File: src/rtl/ps2ht_pkg.sv
// ---------------------------------------------------------------------------
// PS/2 host transceiver package
// Shared types, codes and constants of the PS/2 host transceiver.
// ---------------------------------------------------------------------------
package ps2ht_pkg;

  localparam int COUNTER_WIDTH_DEF = 16;
  localparam int CFG_W             = 16;
  localparam int CFG_IDX_W         = 2;
  localparam int CMD_W             = 2;
  localparam int BYTE_W            = 8;
  localparam int FRAME_BITS        = 11;
  localparam int BIT_CNT_W         = 4;
  localparam int IN_TDATA_W        = 16;
  localparam int OUT_TDATA_W       = 16;

  localparam logic [CMD_W-1:0] CMD_NONE = 2'd0;
  localparam logic [CMD_W-1:0] CMD_SEND = 2'd1;
  localparam logic [CMD_W-1:0] CMD_RECV = 2'd2;

  localparam logic [CFG_IDX_W-1:0] CFG_REQ_HOLD   = 2'd0;
  localparam logic [CFG_IDX_W-1:0] CFG_RX_RELEASE = 2'd1;
  localparam logic [CFG_IDX_W-1:0] CFG_RX_PAUSE   = 2'd2;

  localparam logic [CFG_W-1:0] REQ_HOLD_RST   = 16'd100;
  localparam logic [CFG_W-1:0] RX_RELEASE_RST = 16'd50;
  localparam logic [CFG_W-1:0] RX_PAUSE_RST   = 16'd100;

  localparam logic [BIT_CNT_W-1:0] LAST_TX_BIT = 4'd9;
  localparam logic [BIT_CNT_W-1:0] FRAME_LEN   = 4'd11;
  localparam logic [BYTE_W-1:0]    ERR_BYTE    = 8'hFF;

  typedef struct packed {
    logic [CFG_W-1:0] req_hold;
    logic [CFG_W-1:0] rx_release;
    logic [CFG_W-1:0] rx_pause;
  } cfg_t;

  typedef struct packed {
    logic [CMD_W-1:0]  command;
    logic [BYTE_W-1:0] send_byte;
    logic              clock_line;
    logic              data_line;
  } item_t;

  typedef struct packed {
    logic              frame_error;
    logic [BYTE_W-1:0] received_byte;
    logic              received_valid;
    logic              send_done;
    logic              busy_res;
    logic              data_pull_low;
    logic              clock_pull_low;
  } result_t;

endpackage

File: src/rtl/ps2ht_cfg_regs.sv
// ---------------------------------------------------------------------------
// PS/2 host transceiver configuration registers
// Holds the three tick counts written over the configuration channel.
// ---------------------------------------------------------------------------
module ps2ht_cfg_regs (
  input  logic                             clk,
  input  logic                             rst,
  input  logic                             cfg_valid,
  output logic                             cfg_ready,
  input  logic [ps2ht_pkg::CFG_IDX_W-1:0]  cfg_index,
  input  logic [ps2ht_pkg::CFG_W-1:0]      cfg_data,
  output ps2ht_pkg::cfg_t                  cfg
);
  import ps2ht_pkg::*;

  assign cfg_ready = 1'b1;

  always_ff @(posedge clk) begin
    if (rst) begin
      cfg.req_hold   <= REQ_HOLD_RST;
      cfg.rx_release <= RX_RELEASE_RST;
      cfg.rx_pause   <= RX_PAUSE_RST;
    end else if (cfg_valid) begin
      unique case (cfg_index)
        CFG_REQ_HOLD:   cfg.req_hold   <= cfg_data;
        CFG_RX_RELEASE: cfg.rx_release <= cfg_data;
        CFG_RX_PAUSE:   cfg.rx_pause   <= cfg_data;
        default: ;
      endcase
    end
  end

endmodule

File: src/rtl/ps2ht_engine.sv
// ---------------------------------------------------------------------------
// PS/2 host transceiver link engine
// Advances the link state machine by one sample tick per step and forms
// the result of that tick.
// ---------------------------------------------------------------------------
module ps2ht_engine #(
  parameter int COUNTER_WIDTH = ps2ht_pkg::COUNTER_WIDTH_DEF
) (
  input  logic               clk,
  input  logic               rst,
  input  logic               step,
  input  ps2ht_pkg::item_t   item,
  input  ps2ht_pkg::cfg_t    cfg,
  output ps2ht_pkg::result_t result
);
  import ps2ht_pkg::*;

  localparam logic [3:0] PH_IDLE         = 4'd0;
  localparam logic [3:0] PH_REQ_HOLD     = 4'd1;
  localparam logic [3:0] PH_TX_START     = 4'd2;
  localparam logic [3:0] PH_TX_BITS      = 4'd3;
  localparam logic [3:0] PH_TX_ACK_DATA  = 4'd4;
  localparam logic [3:0] PH_TX_ACK_CLOCK = 4'd5;
  localparam logic [3:0] PH_TX_IDLE_WAIT = 4'd6;
  localparam logic [3:0] PH_RX_RELEASE   = 4'd7;
  localparam logic [3:0] PH_RX_LOW       = 4'd8;
  localparam logic [3:0] PH_RX_HIGH      = 4'd9;
  localparam logic [3:0] PH_RX_PAUSE     = 4'd10;

  logic [3:0]               phase, phase_next;
  logic [BIT_CNT_W-1:0]     bit_count, bit_count_next;
  logic [FRAME_BITS-1:0]    frame_shift, frame_shift_next;
  logic [COUNTER_WIDTH-1:0] wait_counter, wait_counter_next;
  logic [COUNTER_WIDTH-1:0] wait_dec;
  logic                     prev_clock;
  logic                     finish;
  logic                     done;
  logic                     parity;

  assign parity   = ~(^item.send_byte);
  assign wait_dec = (wait_counter != '0) ? wait_counter - COUNTER_WIDTH'(1) : wait_counter;

  always_comb begin
    phase_next        = phase;
    bit_count_next    = bit_count;
    frame_shift_next  = frame_shift;
    wait_counter_next = wait_counter;
    finish            = 1'b0;
    done              = 1'b0;
    unique case (phase)
      PH_IDLE: begin
        if (item.command == CMD_SEND) begin
          frame_shift_next  = {1'b1, parity, item.send_byte, 1'b0};
          bit_count_next    = '0;
          wait_counter_next = COUNTER_WIDTH'(cfg.req_hold);
          phase_next = (wait_counter_next == '0) ? PH_TX_START : PH_REQ_HOLD;
        end else if (item.command == CMD_RECV) begin
          frame_shift_next  = '0;
          bit_count_next    = '0;
          wait_counter_next = COUNTER_WIDTH'(cfg.rx_release);
          phase_next = (wait_counter_next == '0) ? PH_RX_LOW : PH_RX_RELEASE;
        end
      end
      PH_REQ_HOLD: begin
        wait_counter_next = wait_dec;
        if (wait_dec == '0) phase_next = PH_TX_START;
      end
      PH_TX_START: begin
        if (!item.clock_line) begin
          phase_next     = PH_TX_BITS;
          bit_count_next = BIT_CNT_W'(1);
        end
      end
      PH_TX_BITS: begin
        if (prev_clock && !item.clock_line) begin
          if (bit_count >= LAST_TX_BIT) phase_next = PH_TX_ACK_DATA;
          else bit_count_next = bit_count + BIT_CNT_W'(1);
        end
      end
      PH_TX_ACK_DATA: begin
        if (!item.data_line) phase_next = PH_TX_ACK_CLOCK;
      end
      PH_TX_ACK_CLOCK: begin
        if (!item.clock_line) phase_next = PH_TX_IDLE_WAIT;
      end
      PH_TX_IDLE_WAIT: begin
        if (item.clock_line && item.data_line) begin
          phase_next = PH_IDLE;
          done       = 1'b1;
        end
      end
      PH_RX_RELEASE: begin
        wait_counter_next = wait_dec;
        if (wait_dec == '0) phase_next = PH_RX_LOW;
      end
      PH_RX_LOW: begin
        if (!item.clock_line) begin
          if (bit_count < FRAME_LEN) begin
            if (item.data_line) begin
              frame_shift_next = frame_shift | (FRAME_BITS'(1) << bit_count);
            end
            bit_count_next = bit_count + BIT_CNT_W'(1);
          end
          phase_next = PH_RX_HIGH;
        end
      end
      PH_RX_HIGH: begin
        if (item.clock_line) begin
          if (bit_count >= FRAME_LEN) begin
            wait_counter_next = COUNTER_WIDTH'(cfg.rx_pause);
            if (wait_counter_next == '0) finish = 1'b1;
            else phase_next = PH_RX_PAUSE;
          end else begin
            phase_next = PH_RX_LOW;
          end
        end
      end
      PH_RX_PAUSE: begin
        wait_counter_next = wait_dec;
        if (wait_dec == '0) finish = 1'b1;
      end
      default: phase_next = PH_IDLE;
    endcase
    if (finish) phase_next = PH_IDLE;
  end

  always_comb begin
    result                = '0;
    result.send_done      = done;
    result.received_valid = finish;
    result.busy_res       = (phase_next != PH_IDLE);
    if (finish) begin
      if (!frame_shift_next[0] && frame_shift_next[FRAME_BITS-1]) begin
        result.received_byte = frame_shift_next[BYTE_W:1];
      end else begin
        result.received_byte = ERR_BYTE;
        result.frame_error   = 1'b1;
      end
    end
    result.clock_pull_low = (phase_next == PH_REQ_HOLD) || (phase_next == PH_RX_PAUSE);
    if (phase_next == PH_TX_START) begin
      result.data_pull_low = 1'b1;
    end else if (phase_next == PH_TX_BITS && bit_count_next < FRAME_LEN) begin
      result.data_pull_low = ~frame_shift_next[bit_count_next];
    end
  end

  always_ff @(posedge clk) begin
    if (rst) begin
      phase        <= PH_IDLE;
      bit_count    <= '0;
      frame_shift  <= '0;
      wait_counter <= '0;
      prev_clock   <= 1'b1;
    end else if (step) begin
      phase        <= phase_next;
      bit_count    <= bit_count_next;
      frame_shift  <= frame_shift_next;
      wait_counter <= wait_counter_next;
      prev_clock   <= item.clock_line;
    end
  end

endmodule

File: src/rtl/ps2ht_out_buffer.sv
// ---------------------------------------------------------------------------
// PS/2 host transceiver result buffer
// Output register with a skid stage for the result stream.
// ---------------------------------------------------------------------------
module ps2ht_out_buffer (
  input  logic                               clk,
  input  logic                               rst,
  input  logic                               push,
  output logic                               push_ready,
  input  logic [ps2ht_pkg::OUT_TDATA_W-1:0]  push_data,
  output logic                               m_tvalid,
  input  logic                               m_tready,
  output logic [ps2ht_pkg::OUT_TDATA_W-1:0]  m_tdata
);
  import ps2ht_pkg::*;

  logic                   skid_valid;
  logic [OUT_TDATA_W-1:0] skid_data;
  logic                   pop;

  assign push_ready = !skid_valid;
  assign pop        = m_tvalid && m_tready;

  always_ff @(posedge clk) begin
    if (rst) begin
      m_tvalid   <= 1'b0;
      skid_valid <= 1'b0;
    end else if (skid_valid) begin
      if (pop) begin
        skid_valid <= 1'b0;
      end
    end else if (push) begin
      if (!m_tvalid || pop) begin
        m_tvalid <= 1'b1;
      end else begin
        skid_valid <= 1'b1;
      end
    end else if (pop) begin
      m_tvalid <= 1'b0;
    end
  end

  always_ff @(posedge clk) begin
    if (skid_valid) begin
      if (pop) m_tdata <= skid_data;
    end else if (push) begin
      if (!m_tvalid || pop) m_tdata <= push_data;
      else skid_data <= push_data;
    end
  end

endmodule

File: src/rtl/ps2_host_byte_transceiver_core.sv
// ---------------------------------------------------------------------------
// PS/2 host byte transceiver core
// Host side of a PS/2 link: sends and receives bytes over open-drain clock
// and data lines, one line-sample transaction per tick.
// ---------------------------------------------------------------------------
//  channel  dir  handshake             payload
//  s_*      in   s_tvalid / s_tready   sample tick: command, byte, line levels
//  m_*      out  m_tvalid / m_tready   line drives, status, received byte
//  cfg_*    in   cfg_valid / cfg_ready register index and 16-bit value
//
//  One result transaction per input transaction, one input per cycle while the skid stage is empty.
//  Each input passes through the input register and then the result register.
//  The link state machine advances when the input register hands to the
//  result buffer; a stalled output fills the skid stage, then stalls input.
//  Reset is synchronous; the result stream is empty after reset.
// ---------------------------------------------------------------------------
module ps2_host_byte_transceiver_core #(
  parameter int COUNTER_WIDTH = ps2ht_pkg::COUNTER_WIDTH_DEF
) (
  input  logic                               clk,
  input  logic                               rst,
  input  logic                               s_tvalid,
  output logic                               s_tready,
  // [7:0] send_byte, [8] clock_line, [9] data_line, [15:10] zero
  input  logic [ps2ht_pkg::IN_TDATA_W-1:0]   s_tdata,
  // [1:0] command
  input  logic [ps2ht_pkg::CMD_W-1:0]        s_tuser,
  output logic                               m_tvalid,
  input  logic                               m_tready,
  // [0] clock_pull_low, [1] data_pull_low, [2] busy_res, [3] send_done,
  // [4] received_valid, [12:5] received_byte, [13] frame_error, [15:14] zero
  output logic [ps2ht_pkg::OUT_TDATA_W-1:0]  m_tdata,
  input  logic                               cfg_valid,
  output logic                               cfg_ready,
  input  logic [ps2ht_pkg::CFG_IDX_W-1:0]    cfg_index,
  input  logic [ps2ht_pkg::CFG_W-1:0]        cfg_data
);
  import ps2ht_pkg::*;

  cfg_t    cfg;
  item_t   item;
  result_t result;
  logic    item_valid;
  logic    buf_ready;
  logic    advance;

  assign advance  = item_valid && buf_ready;
  assign s_tready = !item_valid || buf_ready;

  always_ff @(posedge clk) begin
    if (rst) begin
      item_valid <= 1'b0;
    end else if (s_tvalid && s_tready) begin
      item_valid <= 1'b1;
    end else if (advance) begin
      item_valid <= 1'b0;
    end
  end

  always_ff @(posedge clk) begin
    if (s_tvalid && s_tready) begin
      item.command    <= s_tuser;
      item.send_byte  <= s_tdata[BYTE_W-1:0];
      item.clock_line <= s_tdata[BYTE_W];
      item.data_line  <= s_tdata[BYTE_W+1];
    end
  end

  ps2ht_cfg_regs u_cfg (
    .clk       (clk),
    .rst       (rst),
    .cfg_valid (cfg_valid),
    .cfg_ready (cfg_ready),
    .cfg_index (cfg_index),
    .cfg_data  (cfg_data),
    .cfg       (cfg)
  );

  ps2ht_engine #(
    .COUNTER_WIDTH (COUNTER_WIDTH)
  ) u_engine (
    .clk    (clk),
    .rst    (rst),
    .step   (advance),
    .item   (item),
    .cfg    (cfg),
    .result (result)
  );

  ps2ht_out_buffer u_out (
    .clk        (clk),
    .rst        (rst),
    .push       (advance),
    .push_ready (buf_ready),
    .push_data  ({2'b00, result}),
    .m_tvalid   (m_tvalid),
    .m_tready   (m_tready),
    .m_tdata    (m_tdata)
  );

endmodule

File: config.mk
export PLATFORM = sky130hd
export DESIGN_NAME = ps2_host_byte_transceiver_core
export DESIGN_NICKNAME = d
export VERILOG_FILES = /design/src/rtl/ps2ht_pkg.sv /design/src/rtl/ps2ht_cfg_regs.sv /design/src/rtl/ps2ht_engine.sv /design/src/rtl/ps2ht_out_buffer.sv /design/src/rtl/ps2_host_byte_transceiver_core.sv
export SDC_FILE = /design/constraint.sdc
export NUM_CORES = 1
export LEC_CHECK = 0
export BUFFER_PORTS_ARGS = -buffer_cell sky130_fd_sc_hd__buf_4
export CORE_MARGIN = 2
export CORE_UTILIZATION = 50
export CTS_CLUSTER_SIZE = 25
export DETAILED_ROUTE_END_ITERATION = 7
export GPL_TIMING_DRIVEN = 0
export PLACE_DENSITY = 0.7
export SLEW_MARGIN = 40
export SYNTH_ARGS = -nofsm -noshare
export SYNTH_HDL_FRONTEND = slang
export SYNTH_SLANG_ARGS = --single-unit
export TNS_END_PERCENT = 5
File: constraint.sdc
create_clock -name clk -period 4.2 [get_ports clk]
set_input_delay 0.21 -clock clk [delete_from_list [all_inputs] [get_ports clk]]
set_output_delay 0.21 -clock clk [all_outputs]
set_load 0.005 [all_outputs]
==> flow_summary.rst <==
.. list-table::
   :header-rows: 1

   * - Metric
     - Value
   * - Clock edge transition at the registers on the reported setup and hold paths
     - 0.06 ns
   * - Overall die width
     - between 100 and 150 µm
   * - Number of top-level pins
     - 60
   * - DRC Markers
     - 0
   * - Pin count of the biggest net entering global routing
     - 17
   * - Summed area of non-filler cells in the final layout
     - 0.00818 mm²
   * - Largest fanout on the critical path
     - 8
   * - Type of the worst setup path
     - reg2reg
   * - Startpoint types
     - flip-flop
   * - Routed WL
     - between 20 and 25 mm
   * - Area of the die
     - between 0.01 and 0.015 mm²
   * - HP Class
     - in2reg
   * - Number of global-route vias before repair
     - about 6.5k
   * - Number of H-tree branching levels
     - 4
   * - Final min period
     - 3.73 ns
   * - Post-synth EDFFs
     - 40
   * - Post-cts resize count
     - 0
   * - Buffer levels on the longest clock path
     - 2
   * - Diode count
     - 0
   * - Part of the Yosys area used for sequential elements
     - around 43%
   * - Worst EP arrival
     - 3.85 ns
   * - Remaining global-route overflow
     - 0
   * - 1st-iter DRT viols
     - 671
   * - Filler cell count
     - ~1.2k
   * - Post-detailed-route wirelength per cell
     - 19.1 µm
   * - Element type at the critical path end
     - flip-flop
   * - Number of buffers and inverters on the critical path
     - 3
   * - Number of standard cells after synthesis
     - between 800 and 900
   * - Post-Synthesis Cell Area
     - 0.00688 mm²
   * - Hold buffers post-CTS
     - 12
   * - Clock insertion delay at the later pin of the skew report
     - 0.42 ns
   * - Number of antenna violations at the first check in global routing
     - 0
   * - Synthesis-stage register bit count
     - about 130
   * - Fraction of final layout cells with drive strength greater than 1
     - between 10% and 20%
   * - Final sum of negative setup slack
     - 0 ns
   * - Data required time of the critical path
     - 4.32 ns
   * - Cell taking the most area after synthesis
     - dfxtp_1
   * - Post-detailed-route count of antenna-violating nets
     - 0
   * - Cell Area, Placed
     - around 0.0075 mm²
   * - Static leakage power
     - 2.95 nW
   * - Worst-case vdd ir drop
     - 290 µV
   * - Most frequent standard cell in the layout excluding fill and tap cells
     - nand2_1
   * - Fin. max-slew vios
     - 0
   * - Initial Util
     - between 50% and 60%
   * - Vias per Instance
     - 6.22
   * - Ys flop type
     - dfxtp_1
   * - Routed wire length on met2
     - 10.1 mm
   * - CP max stage cell
     - or4_1
   * - Placed wire-length estimate
     - 15.4 mm
   * - Total of buffers placed on input and output ports
     - 50
   * - Synthesized area per cell
     - 8.43 µm²
   * - Core region area
     - 0.0133 mm²
   * - Power density of the placed cells
     - 414 mW/mm²
   * - Category of cells accounting for the largest share of critical-path delay
     - compound AO/OA/AOI/OAI gates
   * - Number of vias after detailed routing
     - 6758
   * - Root buffer cell
     - clkbuf_16
   * - Placer congestion estimate
     - 1.01
   * - Clock sink count
     - approximately 130
   * - Relative max-transition margin
     - 42.0%
   * - Net count, final
     - around 950
   * - Clock tree from TritonCTS
     - done
   * - Setup repair after global routing missed its margin
     - false
   * - Highest routed metal layer
     - met4
   * - DRT Pass-1 Iters
     - 6
   * - Final setup violation count
     - 0
   * - Status
     - finished clean
   * - Overall global routing resource usage
     - 29.1%
   * - Slew at the pin with the worst max-slew slack
     - 0.866 ns
   * - Routed met3 length
     - roughly 1.6 mm
   * - Postcts setup bufs
     - 0
   * - Metal1 wirelength
     - 8.18 mm
   * - Wire length of the first global-routing pass
     - 33.2 mm
   * - Clock skew
     - 0.00714 ns
   * - Count of distinct cell types in the synthesized netlist
     - 70
   * - Area share of the leading cell type in the synthesized netlist
     - between 20% and 30%
   * - Highest cell delay on the worst timing path
     - 0.59 ns
   * - Number of violations of the max-capacitance limit
     - 0
   * - Number of failing hold endpoints at the final stage
     - 0
   * - Vertical extent of the die
     - 121 µm
   * - Number of standard-cell rows in the floorplan
     - between 40 and 50
   * - Number of buffers inserted during clock tree synthesis
     - 17
   * - Post-route clock period utilization
     - approximately 89%
   * - Number of warning messages in the yosys log
     - 0
   * - Max Clk Rate
     - 0.268 GHz
   * - Async S/R FF share, synth
     - 0%
   * - Layout area overhead
     - 19.0%
   * - Most common cell on crit path
     - a2111o_1
   * - Most used cells in the layout excluding fill and tap cells
     - nand2_1 (137), a21oi_1 (95), dfxtp_1 (87)
   * - Critical path, cell by cell
     - buf_6, inv_1, ha_1, or3b_1, clkbuf_1, o21a_1, o32a_1, a2111o_1, or4_1, o22ai_1, a2111o_1, a31oi_1
   * - Cells taking the most area after synthesis
     - dfxtp_1 (25%), edfxtp_1 (17%), nand2_1 (7.5%)
final timing paths:
check	start	end	slack (ns)	cells past startpoint
hold reg to reg	u_cfg.cfg[8]	u_cfg.cfg[8]	0.48	2
hold / removal	m_tready	u_out.skid_valid	0.01	2
setup / recovery	u_engine.wait_counter[0]	u_out.m_tdata[0]	0.47	12
setup reg to reg	u_engine.wait_counter[0]	u_out.m_tdata[0]	0.47	12
flip-flops by register name, indices dropped and copies added, names as in the netlist:
name,flops
u_cfg.cfg,48
u_engine.wait_counter,16
u_engine.prev_clock,1
u_out.skid_data,14
u_engine.frame_shift,11
u_engine.phase,4
u_out.m_tvalid,1
u_out.m_tdata,14
item_valid,1
u_engine.bit_count,4
item,12
u_out.skid_valid,1
worst register-to-register path: cells and delay by family (launching register included):
kind	cells	cell delay, ns
buf+inv	3	0.42
flops	1	0.30
fa+ha+maj	1	0.23
simple gates	2	0.95
compound gates	6	1.53
synth_stat cells (all sizes together), types with 4 or more instances:
cell type and n:
nand2 137, a21oi 96, dfxtp 87, clkbuf 48, nor2 48, edfxtp 40, nor3 31, o21ai 30
nand3 24, nor4 22, mux2i 21, a211oi 20, inv 17, buf 14, a22oi 13, o31ai 12
mux2 10, o22ai 10, ha 9, a222oi 8, nand2b 8, or3 8, a31oi 7, and2 7
nor2b 7, or4 7, xnor2 7, or3b 6, nand4 4, o21a 4
where the power goes:
| part | switching (mW) | internal, mW |
|---|---|---|
| combinational | 0.368 | 0.222 |
| clock | 0.555 | 0.870 |
| sequential | 0.0455 | 1.32 |
cells by family (layout without fill, tap and decap cells):
family	Yosys count	count (layout)	share of synthesized area (%)
AO/OA/AOI/OAI	229	229	21.2
XOR/XNOR	9	9	1.15
adder cells (fa/ha/maj)	9	9	1.64
buffers and inverters	79	173	4.64
flip-flops	127	127	42.8
multiplexers	31	31	4.69
other	2	3	0.109
AND/OR/NAND/NOR	330	330	23.8
stage by stage:
| stage | setup WS [ns] | power (mW) | hold WS, ns | util [%] | cells |
|---|---|---|---|---|---|
| after floorplan | 1.01 | 1.77 | 0.309 | - | 817 |
| after global placement | 0.630 | 1.95 | 0.389 | 56.0 | 1043 |
| after detailed placement | 0.558 | 1.96 | 0.390 | 56.0 | 1043 |
| after CTS | 0.500 | 3.38 | 0.00281 | 61.2 | 1087 |
| after global routing | 0.340 | 3.51 | 0.0106 | 61.3 | 1087 |
| final | 0.473 | 3.38 | 0.0134 | 61.3 | 1087 |
routing by layer:
layer / track usage (%) / vias to the layer above
met5: 0 / -
met1: 34.8 / 3156
met4: 13.4 / 0
met2: 49.3 / 342
met3: 7.00 / 80
li1: - / 3180
cell type report:
cell class	instances	area [µm²]	area share, %
Multi-Input combinational cell	611	3640	44.4
Inverter	17	63.8	0.780
Tap cell	176	220	2.69
Sequential cell	127	2940	36.0
Timing Repair Buffer	62	495	6.05
Buffer	62	255	3.12
Clock inverter	14	141	1.73
Clock buffer	18	429	5.24
Note: power is estimated with default switching activity, not from simulation.
